`config.mk`:
```
export PLATFORM = sky130hd
export DESIGN_NAME = multi_servo_slew_ramp_core_flat
export DESIGN_NICKNAME = d
export VERILOG_FILES = /design/src/rtl/slw_pkg.sv /design/src/rtl/slw_in_if.sv /design/src/rtl/slw_out_if.sv /design/src/rtl/slw_regs.sv /design/src/rtl/slw_chan_mem.sv /design/src/rtl/slw_cdiv.sv /design/src/rtl/multi_servo_slew_ramp_core.sv /design/src/flat_wrapper.sv
export SDC_FILE = /design/constraint.sdc
export NUM_CORES = 2
export LEC_CHECK = 0
export BUFFER_PORTS_ARGS = -buffer_cell sky130_fd_sc_hd__buf_2
export CAP_MARGIN = 20
export CORE_UTILIZATION = 65
export CTS_CLUSTER_SIZE = 8
export DETAILED_ROUTE_END_ITERATION = 8
export PLACE_DENSITY = 0.88
export SLEW_MARGIN = 20
export SYNTH_ARGS = -nofsm -noshare
export SYNTH_HDL_FRONTEND = slang
export SYNTH_SLANG_ARGS = --single-unit
```
`constraint.sdc`:
```
create_clock -name clk -period 28.4 [get_ports clk]
set_clock_uncertainty 0.2 [all_clocks]
set_input_delay 5.68 -clock clk [delete_from_list [all_inputs] [get_ports clk]]
set_output_delay 5.68 -clock clk [all_outputs]
set_load 0.01 [all_outputs]
```
`src/rtl/slw_pkg.sv`:
```
// Shared types, constants and helper functions for the servo slew ramp block.
package slw_pkg;

  localparam int CHANNEL_COUNT = 6;
  localparam int CH_AW = (CHANNEL_COUNT > 1) ? $clog2(CHANNEL_COUNT) : 1;

  localparam int POS_W = 12;
  localparam int DIV_N_W = 21;
  localparam int CFG_AW = 4;

  localparam logic [15:0] US_MIN = 16'd800;
  localparam logic [15:0] US_MAX = 16'd2400;
  localparam int US_RANGE = 2400 - 800;
  localparam int PWM_FULL = 4095;
  localparam int FRAMES_PER_S = 50;
  localparam logic [POS_W-1:0] MID_PWM = 12'd1791;
  localparam logic [POS_W-1:0] SPEED_RESET = 12'd10;

  // us path: (d*4095) >> 6, then /25 ; speed path: (x*4095) >> 7, then /625
  localparam int US_PRESHIFT = 6;
  localparam int SPEED_PRESHIFT = 7;
  localparam int US_DIV = US_RANGE / (1 << US_PRESHIFT);
  localparam int SPEED_DIV = US_RANGE * FRAMES_PER_S / (1 << SPEED_PRESHIFT);

  localparam int RECIP_SHIFT = 31;
  localparam int RECIP_W = 27;
  localparam int PROD_W = DIV_N_W + RECIP_W;
  localparam logic [63:0] RECIP_ONE = 64'd1 << RECIP_SHIFT;
  localparam logic [RECIP_W-1:0] US_RECIP = RECIP_W'(RECIP_ONE / US_DIV);
  localparam logic [RECIP_W-1:0] SPEED_RECIP = RECIP_W'(RECIP_ONE / SPEED_DIV);
  localparam logic [DIV_N_W-1:0] US_DIV_N = DIV_N_W'(US_DIV);
  localparam logic [DIV_N_W-1:0] SPEED_DIV_N = DIV_N_W'(SPEED_DIV);

  localparam logic KIND_DRIVE = 1'b0;
  localparam logic KIND_STATUS = 1'b1;

  typedef enum logic [2:0] {
    FN_TICK   = 3'd0,
    FN_SELECT = 3'd1,
    FN_SET_US = 3'd2,
    FN_CONFIG = 3'd3,
    FN_TOGGLE = 3'd4,
    FN_QUERY  = 3'd5
  } func_t;

  typedef enum logic [1:0] {
    REG_SERVO_OFF  = 2'd0,
    REG_SOFT_START = 2'd1,
    REG_DEADBAND   = 2'd2
  } reg_idx_t;

  typedef enum logic [1:0] {
    TAG_A     = 2'd0,
    TAG_B     = 2'd1,
    TAG_SPEED = 2'd2
  } div_tag_t;

  typedef enum logic {
    DIV_US    = 1'b0,
    DIV_SPEED = 1'b1
  } div_mode_t;

  typedef enum logic [2:0] {
    ST_IDLE,
    ST_TICK,
    ST_DIV,
    ST_DWAIT,
    ST_MOD
  } state_t;

  typedef struct packed {
    logic        servo_off;
    logic        soft_start;
    logic [15:0] deadband;
  } cfg_t;

  typedef struct packed {
    logic [POS_W-1:0] end_a;
    logic [POS_W-1:0] end_b;
    logic [POS_W-1:0] speed;
    logic [POS_W-1:0] cur;
    logic [POS_W-1:0] tgt;
    logic [POS_W-1:0] ss_step;
  } chan_t;

  localparam chan_t CHAN_RESET = '{
    end_a: MID_PWM, end_b: MID_PWM, speed: SPEED_RESET,
    cur: MID_PWM, tgt: MID_PWM, ss_step: 12'd1
  };

  typedef struct packed {
    logic             rd_en;
    logic [CH_AW-1:0] rd_addr;
    logic             wr_en;
    logic [CH_AW-1:0] wr_addr;
    chan_t            wr_data;
  } mem_req_t;

  typedef struct packed {
    logic               valid;
    div_tag_t           tag;
    div_mode_t          mode;
    logic [DIV_N_W-1:0] n;
  } div_req_t;

  typedef struct packed {
    logic             valid;
    div_tag_t         tag;
    logic [POS_W-1:0] q;
  } div_rsp_t;

  typedef struct packed {
    logic [2:0]  func;
    logic [3:0]  servo_index;
    logic        use_position_a;
    logic [15:0] pulse_us;
    logic [15:0] pos_a_us;
    logic [15:0] pos_b_us;
    logic [15:0] slew_rate_us;
  } in_item_t;

  typedef struct packed {
    logic             kind;
    logic [3:0]       channel;
    logic [POS_W-1:0] pwm_value;
    logic [POS_W-1:0] current_pos;
    logic [POS_W-1:0] target_pos;
    logic             moving;
    logic             index_valid;
    logic             last;
  } out_item_t;

  // Clamp to the pulse range and prescale; the divider finishes with /US_DIV.
  function automatic logic [DIV_N_W-1:0] us_to_n(input logic [15:0] us);
    logic [15:0] v;
    logic [22:0] d;
    logic [22:0] p;
    v = us;
    if (v < US_MIN) v = US_MIN;
    if (v > US_MAX) v = US_MAX;
    d = 23'(v - US_MIN);
    p = (d << 12) - d;
    return DIV_N_W'(p >> US_PRESHIFT);
  endfunction

  function automatic logic [DIV_N_W-1:0] speed_to_n(input logic [15:0] us);
    logic [27:0] x;
    logic [27:0] p;
    x = 28'(us);
    p = (x << 12) - x;
    return DIV_N_W'(p >> SPEED_PRESHIFT);
  endfunction

endpackage

```
`src/rtl/slw_in_if.sv`:
```
// Input command channel: valid/ready with one command payload.
interface slw_in_if import slw_pkg::*; ();
  logic     valid;
  logic     ready;
  in_item_t data;

  modport source (output valid, output data, input ready);
  modport sink (input valid, input data, output ready);
endinterface

```
`src/rtl/slw_out_if.sv`:
```
// Result channel: valid/ready with one drive or status payload.
interface slw_out_if import slw_pkg::*; ();
  logic      valid;
  logic      ready;
  out_item_t data;

  modport source (output valid, output data, input ready);
  modport sink (input valid, input data, output ready);
endinterface

```
`src/rtl/slw_regs.sv`:
```
// APB-style configuration registers.
module slw_regs import slw_pkg::*; (
  input  logic              clk,
  input  logic              rst_n,
  input  logic              psel,
  input  logic              penable,
  input  logic              pwrite,
  input  logic [CFG_AW-1:0] paddr,
  input  logic [31:0]       pwdata,
  output logic [31:0]       prdata,
  output logic              pready,
  output cfg_t              cfg
);

  cfg_t     cfg_r;
  reg_idx_t idx;
  logic     wr;

  assign idx = reg_idx_t'(paddr[3:2]);
  assign wr = psel && penable && pwrite;
  assign pready = 1'b1;
  assign cfg = cfg_r;

  always_ff @(posedge clk) begin
    if (!rst_n) begin
      cfg_r.servo_off <= 1'b1;
      cfg_r.soft_start <= 1'b1;
      cfg_r.deadband <= 16'd3;
    end else if (wr) begin
      case (idx)
        REG_SERVO_OFF:  cfg_r.servo_off <= pwdata[0];
        REG_SOFT_START: cfg_r.soft_start <= pwdata[0];
        REG_DEADBAND:   cfg_r.deadband <= pwdata[15:0];
        default: ;
      endcase
    end
  end

  always_comb begin
    case (idx)
      REG_SERVO_OFF:  prdata = {31'd0, cfg_r.servo_off};
      REG_SOFT_START: prdata = {31'd0, cfg_r.soft_start};
      REG_DEADBAND:   prdata = {16'd0, cfg_r.deadband};
      default:        prdata = 32'd0;
    endcase
  end

endmodule

```
`src/rtl/slw_chan_mem.sv`:
```
// Per-channel state memory, one word per channel, registered read.
module slw_chan_mem import slw_pkg::*; (
  input  logic     clk,
  input  logic     rst_n,
  input  mem_req_t req,
  output chan_t    rd_word
);

  chan_t                    mem [CHANNEL_COUNT];
  logic [CHANNEL_COUNT-1:0] vld_r;
  chan_t                    rd_word_r;

  assign rd_word = rd_word_r;

  always_ff @(posedge clk) begin
    if (req.wr_en) begin
      mem[req.wr_addr] <= req.wr_data;
    end
  end

  // entries never written read back as their reset contents
  always_ff @(posedge clk) begin
    if (!rst_n) begin
      vld_r <= '0;
    end else if (req.wr_en) begin
      vld_r[req.wr_addr] <= 1'b1;
    end
  end

  always_ff @(posedge clk) begin
    if (req.rd_en) begin
      rd_word_r <= vld_r[req.rd_addr] ? mem[req.rd_addr] : CHAN_RESET;
    end
  end

endmodule

```
`src/rtl/slw_cdiv.sv`:
```
// Two-stage divide by a constant: reciprocal multiply, then one-step correction.
module slw_cdiv import slw_pkg::*; (
  input  logic     clk,
  input  logic     rst_n,
  input  div_req_t req,
  output div_rsp_t rsp
);

  logic               v1_r;
  div_tag_t           tag1_r;
  div_mode_t          mode1_r;
  logic [DIV_N_W-1:0] n1_r;
  logic [PROD_W-1:0]  prod_r;
  logic [RECIP_W-1:0] recip;

  logic [POS_W-1:0]   q_est;
  logic [DIV_N_W-1:0] dsr;
  logic [DIV_N_W-1:0] qd;
  logic [DIV_N_W-1:0] rem;
  logic [POS_W-1:0]   q;

  logic               v2_r;
  div_tag_t           tag2_r;
  logic [POS_W-1:0]   q2_r;

  assign recip = (req.mode == DIV_US) ? US_RECIP : SPEED_RECIP;

  always_ff @(posedge clk) begin
    if (!rst_n) begin
      v1_r <= 1'b0;
      v2_r <= 1'b0;
    end else begin
      v1_r <= req.valid;
      v2_r <= v1_r;
    end
  end

  always_ff @(posedge clk) begin
    tag1_r <= req.tag;
    mode1_r <= req.mode;
    n1_r <= req.n;
    prod_r <= PROD_W'(req.n) * PROD_W'(recip);
    tag2_r <= tag1_r;
    q2_r <= q;
  end

  // estimate is the true quotient or one below it
  always_comb begin
    q_est = prod_r[RECIP_SHIFT +: POS_W];
    dsr = (mode1_r == DIV_US) ? US_DIV_N : SPEED_DIV_N;
    qd = DIV_N_W'(q_est) * dsr;
    rem = n1_r - qd;
    q = (rem >= dsr) ? q_est + 12'd1 : q_est;
  end

  assign rsp.valid = v2_r;
  assign rsp.tag = tag2_r;
  assign rsp.q = q2_r;

endmodule

```
`src/rtl/multi_servo_slew_ramp_core.sv`:
```
// Top level of the multi-channel servo slew ramp with soft start.
//
//  port     | dir     | protocol          | carries
//  ---------+---------+-------------------+-------------------------------------
//  in_ch    | sink    | valid/ready       | command or tick transaction
//  out_ch   | source  | valid/ready       | drive item (per channel) or status
//  p*       | slave   | APB-style, 32 bit | servo_off, soft_start, deadband
//
// Tick: one memory read-modify-write per channel, with the next channel's read
//   overlapped with the current write.
// Set target and configure go through the divider (ops issued one per cycle into
//   the two-stage constant divider); select, toggle, query and invalid index do not.
// Reset (synchronous, rst_n low) clears control and the per-entry valid bits.
// A full output register stalls the sequencer; input is taken only when idle.
module multi_servo_slew_ramp_core import slw_pkg::*; (
  input  logic              clk,
  input  logic              rst_n,
  slw_in_if.sink            in_ch,
  slw_out_if.source         out_ch,
  input  logic              psel,
  input  logic              penable,
  input  logic              pwrite,
  input  logic [CFG_AW-1:0] paddr,
  input  logic [31:0]       pwdata,
  output logic [31:0]       prdata,
  output logic              pready
);

  cfg_t       cfg;
  mem_req_t   mem_req;
  chan_t      rd_word;
  div_req_t   div_req;
  div_rsp_t   div_rsp;

  state_t     state_r, state_nxt;
  in_item_t   item_r;
  logic       idx_ok_r;
  logic [CH_AW-1:0] ch_r;
  div_tag_t   k_r;
  logic [POS_W-1:0] q_a_r, q_b_r, q_sp_r;
  out_item_t  out_item_r, out_nxt;
  logic       out_valid_r;

  logic       in_acc, idx_ok_in, is_tick_in;
  logic       out_free, out_load, ch_last, ch_adv, k_adv;
  div_tag_t   last_tag;

  // tick datapath
  logic [POS_W-1:0] gap, soft_new, step, tick_cur, tick_drive;
  logic             arrived;
  chan_t            tick_word;

  // command datapath
  logic [POS_W:0]   mid_sum;
  logic [POS_W-1:0] mid;
  chan_t            cmd_word;
  logic             cmd_wr;

  slw_regs u_regs (
    .clk, .rst_n, .psel, .penable, .pwrite, .paddr, .pwdata, .prdata, .pready, .cfg
  );

  slw_chan_mem u_mem (.clk, .rst_n, .req(mem_req), .rd_word);

  slw_cdiv u_div (.clk, .rst_n, .req(div_req), .rsp(div_rsp));

  assign in_ch.ready = (state_r == ST_IDLE) && rst_n;
  assign in_acc = in_ch.valid && in_ch.ready;
  assign idx_ok_in = {1'b0, in_ch.data.servo_index} < 5'(CHANNEL_COUNT);
  assign is_tick_in = (in_ch.data.func == FN_TICK);

  assign out_free = !out_valid_r || out_ch.ready;
  assign out_ch.valid = out_valid_r;
  assign out_ch.data = out_item_r;

  assign ch_last = (ch_r == CH_AW'(CHANNEL_COUNT - 1));
  assign last_tag = (item_r.func == FN_SET_US) ? TAG_A : TAG_SPEED;

  always_comb begin
    gap = (rd_word.cur > rd_word.tgt) ? rd_word.cur - rd_word.tgt
                                      : rd_word.tgt - rd_word.cur;
    arrived = {4'd0, gap} <= cfg.deadband;
    soft_new = (cfg.soft_start && (rd_word.ss_step < rd_word.speed))
               ? rd_word.ss_step + 12'd1 : rd_word.ss_step;
    step = cfg.soft_start ? soft_new : rd_word.speed;
    tick_word = rd_word;
    if (arrived) begin
      tick_cur = rd_word.tgt;
      tick_drive = cfg.servo_off ? '0 : rd_word.tgt;
    end else begin
      tick_word.ss_step = soft_new;
      if (gap <= step) tick_cur = rd_word.tgt;
      else if (rd_word.cur < rd_word.tgt) tick_cur = rd_word.cur + step;
      else tick_cur = rd_word.cur - step;
      tick_drive = tick_cur;
    end
    tick_word.cur = tick_cur;
  end

  always_comb begin
    mid_sum = {1'b0, rd_word.end_a} + {1'b0, rd_word.end_b};
    mid = mid_sum[POS_W:1];
    cmd_word = rd_word;
    cmd_wr = idx_ok_r;
    case (item_r.func)
      FN_SELECT: begin
        cmd_word.tgt = item_r.use_position_a ? rd_word.end_a : rd_word.end_b;
        cmd_word.ss_step = 12'd1;
      end
      FN_SET_US: begin
        cmd_word.tgt = q_a_r;
        cmd_word.ss_step = 12'd1;
      end
      FN_CONFIG: begin
        cmd_word.end_a = q_a_r;
        cmd_word.end_b = q_b_r;
        cmd_word.speed = (q_sp_r == '0) ? 12'd1 : q_sp_r;
        cmd_word.ss_step = 12'd1;
      end
      FN_TOGGLE: begin
        cmd_word.tgt = (rd_word.cur < mid) ? rd_word.end_b : rd_word.end_a;
        cmd_word.ss_step = 12'd1;
      end
      default: cmd_wr = 1'b0;  // query and unused codes leave state alone
    endcase
  end

  always_comb begin
    state_nxt = state_r;
    unique case (state_r)
      ST_IDLE: begin
        if (in_acc) begin
          if (is_tick_in) state_nxt = ST_TICK;
          else if (idx_ok_in && (in_ch.data.func == FN_SET_US ||
                                 in_ch.data.func == FN_CONFIG)) state_nxt = ST_DIV;
          else state_nxt = ST_MOD;
        end
      end
      ST_TICK:  if (out_free && ch_last) state_nxt = ST_IDLE;
      ST_DIV:   if (k_r == last_tag) state_nxt = ST_DWAIT;
      ST_DWAIT: if (div_rsp.valid && div_rsp.tag == last_tag) state_nxt = ST_MOD;
      ST_MOD:   if (out_free) state_nxt = ST_IDLE;
      default:  state_nxt = ST_IDLE;
    endcase
  end

  always_comb begin
    mem_req = '0;
    div_req = '0;
    out_load = 1'b0;
    out_nxt = '0;
    ch_adv = 1'b0;
    k_adv = 1'b0;
    unique case (state_r)
      ST_IDLE: begin
        mem_req.rd_en = in_acc && (is_tick_in || idx_ok_in);
        mem_req.rd_addr = is_tick_in ? '0 : CH_AW'(in_ch.data.servo_index);
      end
      ST_TICK: begin
        if (out_free) begin
          mem_req.wr_en = 1'b1;
          mem_req.wr_addr = ch_r;
          mem_req.wr_data = tick_word;
          out_load = 1'b1;
          out_nxt.kind = KIND_DRIVE;
          out_nxt.channel = 4'(ch_r);
          out_nxt.pwm_value = tick_drive;
          out_nxt.current_pos = tick_cur;
          out_nxt.target_pos = rd_word.tgt;
          out_nxt.moving = (tick_cur != rd_word.tgt);
          out_nxt.index_valid = 1'b1;
          out_nxt.last = ch_last;
          if (!ch_last) begin
            mem_req.rd_en = 1'b1;
            mem_req.rd_addr = CH_AW'(ch_r + 1'b1);
            ch_adv = 1'b1;
          end
        end
      end
      ST_DIV: begin
        div_req.valid = 1'b1;
        div_req.tag = k_r;
        k_adv = (k_r != last_tag);
        case (k_r)
          TAG_A: begin
            div_req.mode = DIV_US;
            div_req.n = us_to_n((item_r.func == FN_SET_US) ? item_r.pulse_us
                                                           : item_r.pos_a_us);
          end
          TAG_B: begin
            div_req.mode = DIV_US;
            div_req.n = us_to_n(item_r.pos_b_us);
          end
          TAG_SPEED: begin
            div_req.mode = DIV_SPEED;
            div_req.n = speed_to_n(item_r.slew_rate_us);
          end
          default: div_req.valid = 1'b0;
        endcase
      end
      ST_DWAIT: ;
      ST_MOD: begin
        if (out_free) begin
          out_load = 1'b1;
          mem_req.wr_en = cmd_wr;
          mem_req.wr_addr = CH_AW'(item_r.servo_index);
          mem_req.wr_data = cmd_word;
          out_nxt.kind = KIND_STATUS;
          out_nxt.channel = item_r.servo_index;
          out_nxt.last = 1'b1;
          if (idx_ok_r) begin
            out_nxt.current_pos = cmd_word.cur;
            out_nxt.target_pos = cmd_word.tgt;
            out_nxt.moving = (cmd_word.cur != cmd_word.tgt);
            out_nxt.index_valid = 1'b1;
          end
        end
      end
      default: ;
    endcase
  end

  always_ff @(posedge clk) begin
    if (!rst_n) begin
      state_r <= ST_IDLE;
      ch_r <= '0;
      k_r <= TAG_A;
      out_valid_r <= 1'b0;
    end else begin
      state_r <= state_nxt;
      if (in_acc) ch_r <= '0;
      else if (ch_adv) ch_r <= CH_AW'(ch_r + 1'b1);
      if (in_acc) k_r <= TAG_A;
      else if (k_adv) k_r <= div_tag_t'(k_r + 2'd1);
      if (out_load) out_valid_r <= 1'b1;
      else if (out_ch.ready) out_valid_r <= 1'b0;
    end
  end

  always_ff @(posedge clk) begin
    if (in_acc) begin
      item_r <= in_ch.data;
      idx_ok_r <= idx_ok_in;
    end
    if (out_load) out_item_r <= out_nxt;
    if (div_rsp.valid) begin
      case (div_rsp.tag)
        TAG_A:     q_a_r <= div_rsp.q;
        TAG_B:     q_b_r <= div_rsp.q;
        TAG_SPEED: q_sp_r <= div_rsp.q;
        default: ;
      endcase
    end
  end

endmodule

```
`src/flat_wrapper.sv`:
```
// flat-port wrapper written by rule: the top's interface ports become plain ports
module multi_servo_slew_ramp_core_flat import slw_pkg::*;
  (clk, rst_n, psel, penable, pwrite, paddr, pwdata, prdata, pready, in_ch_valid, in_ch_data, in_ch_ready, out_ch_valid, out_ch_data, out_ch_ready);
  slw_in_if in_ch_i ();
  slw_out_if out_ch_i ();
  input  logic clk;
  input  logic rst_n;
  input  logic psel;
  input  logic penable;
  input  logic pwrite;
  input  logic [CFG_AW-1:0] paddr;
  input  logic [31:0] pwdata;
  output logic [31:0] prdata;
  output logic pready;
  input wire logic [$bits(in_ch_i.valid)-1:0] in_ch_valid;
  input wire logic [$bits(in_ch_i.data)-1:0] in_ch_data;
  output wire logic [$bits(in_ch_i.ready)-1:0] in_ch_ready;
  output wire logic [$bits(out_ch_i.valid)-1:0] out_ch_valid;
  output wire logic [$bits(out_ch_i.data)-1:0] out_ch_data;
  input wire logic [$bits(out_ch_i.ready)-1:0] out_ch_ready;
  assign in_ch_i.valid = in_ch_valid;
  assign in_ch_i.data = in_ch_data;
  assign in_ch_ready = in_ch_i.ready;
  assign out_ch_valid = out_ch_i.valid;
  assign out_ch_data = out_ch_i.data;
  assign out_ch_i.ready = out_ch_ready;
  multi_servo_slew_ramp_core u_core (.clk(clk), .rst_n(rst_n), .in_ch(in_ch_i), .out_ch(out_ch_i), .psel(psel), .penable(penable), .pwrite(pwrite), .paddr(paddr), .pwdata(pwdata), .prdata(prdata), .pready(pready));
endmodule
```
==> impl_metrics.csv <==
group,metric,value,unit
yosys,seq_area_frac_synth,42.63,%
cts,cts_tree,"built",
cts,clk_pin_slew,0.05,ns
cts,cts-resized-gates,0,
critical_path,r2r_slack,14.66,ns
route,wl_per_cell,22.62,um
route,wirelength,135200,um
critical_path,crit_top_cell,"fa_1",
min_path,min_from,"u_core.u_div.tag1_r[1]",
route,drtIter0Drc,4552,
yosys,synth_top_area_share,39.25,%
final_layout,fin_area,55420,um^2
cts,cts.sink_count,742,
job,drv_cap,0,
final_layout,register_area,21430,um^2
timing,rsz0062_at_grt,"no",
route,viasPerCell,6.271,
critical_path,critPathLaunchType,"register",
cts,postCtsSetupRepairBufs,0,
cts,cts_made_buffers,103,
timing,tns,0,ns
timing,tightest_slew,1.149,ns
yosys,postSynthCellCount,4678,
critical_path,cpPeakStageDelay,0.73,ns
power_and_ir_drop,irDropWorstVdd,0.0001157,V
cts,cts-root-buf,"clkbuf_16",
place,placed_cells,5801,
die,die_h,280.1,um
cts,postCtsHoldBufs,0,
route,drc_errors,0,
yosys,ys_ff_latch,742,
die,coreArea,76200,um^2
yosys,yosysTopAreaCell,"edfxtp_1",
final_layout,drive_gt1_share,8.721,%
yosys,syn_area,50270,um^2
yosys,synth_warnings,0,
final_layout,nets,5745,
cts,cts_buffer_depth,3,
critical_path,path_max_fanout,36,
die,start_util,65.96,%
die,placementRows,101,
yosys,synth-main-ff-cell,"edfxtp_1",
min_path,hold-path-cell-count,0,
die,die_w,280.1,um
timing,fin_crit,13.74,ns
min_path,hold_path_end,"u_core.u_div.tag2_r[1]",
power_and_ir_drop,leakage,24.14,nW
cts,clkLatencyLatePin,0.66,ns
place,placed_area,52400,um^2
global_route,grt_start_max_net_pins,79,
critical_path,cp.required,28.74,ns
critical_path,critPathCaptureType,"register",
timing,slew_viol_final,0,
die,die_area,78450,um^2
timing,max_freq,72.76,MHz
power_and_ir_drop,total_power,4.090,mW
route,ant_nets,0,
yosys,synth_area_leaders,"edfxtp_1, fa_1, ha_1",
final_layout,syn2layout_area_growth,10.25,%
final_layout,multi_input_area,26020,um^2
place,dpl.hpwl,94400,um
cts,htree_num_levels,3,
critical_path,cp_data_arrival_time,14.09,ns
die,ioPinCount,194,
timing,finalSetupViolations,0,
critical_path,worstRegToRegCells,42,
yosys,async_flop_share,0,%
route,detailroute.via_count,37478,
critical_path,crit_slowest_cell,"nor4b_1",
timing,slew-limit-headroom,23.13,%
timing,fin_hold_ws,0.1148,ns
final_layout,fin_cells,5976,
global_route,grt_usage,35.00,%
min_path,min_path_type,"register to register",
critical_path,criticalPathCategory,"register to register",
route,drtPass1Iterations,6,
place,io_buffers,158,
global_route,overflow,0,
global_route,grt_pass1_wl,209600,um
global_route,antenna_found_initial,5,
place,gp_congestion,1.039,
critical_path,rr_endpoint,"u_core.u_div.prod_r[42]",
yosys,yosysUniqueCellTypes,100,
yosys,synth-edff-count,657,
critical_path,r2r-start,"u_core.item_r[70]",
run_status,status,"finished, final reports clean",
global_route,grt_pass1_vias,38021,
yosys,avgSynthCellArea,10.75,um^2
timing,final_hold_viol_count,0,
final_layout,fill_cells,4833,
power_and_ir_drop,power_density,73.80,nW/um^2
timing,period_share,48.39,%
[sequential cells by signal, summed over array words and instances (netlist names), 12 cells and up]
| signal | count |
|---|---|
| u_core.q_sp_r | 12 |
| u_core.u_div.prod_r | 14 |
| u_core.item_r | 72 |
| u_core.u_regs.cfg | 18 |
| u_core.out_ch.data | 44 |
| u_core.u_mem.rd_word | 72 |
| u_core.u_mem.mem | 432 |
| u_core.q_b_r | 12 |
| u_core.u_div.n1_r | 19 |
| u_core.q_a_r | 12 |
| u_core.u_div.q2_r | 12 |
[stage by stage]
stage	setup slack, ns	util [%]
after floorplan	16.01	-
after global placement	15.07	68.77
after detailed placement	14.93	68.77
after CTS	14.82	72.70
after global routing	13.95	72.73
final	14.66	72.73
[layout by cell type, fill, tap and decap left out, types with 103 or more instances in the layout]
| master | n |
|---|---|
| fa_1 | 349 |
| clkbuf_16 | 103 |
| buf_2 | 158 |
| xnor2_1 | 109 |
| nand2_1 | 637 |
| ha_1 | 405 |
| nor2_1 | 148 |
| a21oi_1 | 211 |
| nand3_1 | 188 |
| edfxtp_1 | 657 |
| inv_1 | 639 |
| o21ai_0 | 160 |
[worst max path at each step]
stage | end | startpoint | slack (ns) | cells past startpoint
detailed placement | u_core.u_div.prod_r[42] | u_core.item_r[70] | 14.93 | 42
floorplan | prdata[0] | paddr[2] | 16.01 | 5
CTS | u_core.u_div.prod_r[42] | u_core.item_r[70] | 14.82 | 42
finish | u_core.u_div.prod_r[42] | u_core.item_r[70] | 14.66 | 42
global route | u_core.u_div.prod_r[40] | u_core.item_r[70] | 13.95 | 44
global placement | u_core.u_div.prod_r[42] | u_core.item_r[70] | 15.07 | 42
[cells by family (layout without fill, tap and decap cells)]
family	after synthesis	count (layout)	share of synthesized area, %
AND/OR/NAND/NOR	1343	1343	12.45
XOR/XNOR	161	161	2.833
AO/OA/AOI/OAI	791	791	10.53
flip-flops	742	742	42.63
adder cells (fa/ha/maj)	754	754	23.98
buffers and inverters	826	1033	6.315
other	2	63	0.01494
multiplexers	59	59	1.242
[cells in the mapped netlist (9+ instances only)]
cell and n:
o21bai_1 16, mux2_2 17, mux2i_1 41, a31oi_1 22
a22o_1 58, nand2b_1 26, a311oi_1 31, nor2_1 154
ha_1 405, o21a_1 23, dfxtp_1 85, o21ai_0 163
fa_1 349, inv_1 640, and3_1 66, a21boi_0 22
a31o_2 10, and2_1 42, or2_2 22, nor4_1 26
nor2b_1 34, xnor2_1 109, edfxtp_1 657, nand4_1 26
nand3_1 188, xor2_1 51, a21oi_1 211, a211o_1 12
o211ai_1 12, clkbuf_1 145, or3_1 17, nor3_1 56
a211oi_1 9, buf_4 18, o31ai_1 9, buf_1 18
nand2_1 639, o22ai_1 14, a21o_1 73, a221oi_1 9
a22oi_1 13
[power by group]
part	internal [mW]	switching (mW)
clock network	0.676	0.458
registers	1.28	0.0613
logic	0.643	0.967
total	2.60	1.49
[final cells by class]
cell class                 count  share of cell area [%]
antenna                        4                 0.01806
multi-input combinational   3167                   46.95
tap                         1030                   2.325
inverter                     640                   4.335
clock inverter                 8                  0.3116
clock buffer                 163                   5.093
timing repair buffer         222                   2.294
sequential                   742                   38.67
[metal layers]
| metal | vias to the layer above | global-route usage (%) | wire (um) |
|---|---|---|---|
| met5 | - | 0 | 19 |
| met4 | 2 | 19.59 | 8118 |
| met3 | 547 | 6.112 | 13800 |
| met2 | 2427 | 58.45 | 65250 |
| met1 | 17982 | 43.20 | 47980 |
| li1 | 16520 | - | - |
[critical path, delay by kind of cell (launching register included)]
kind | cells | cell delay (ns)
adder cells (fa/ha/maj) | 10 | 4.53
AND/OR/NAND/NOR | 13 | 3.29
AO/OA/AOI/OAI | 11 | 3.23
buffers and inverters | 6 | 1.08
flip-flops | 1 | 0.69
multiplexers | 1 | 0.44
XOR/XNOR | 1 | 0.13
Note: power is estimated with default switching activity, not from simulation.
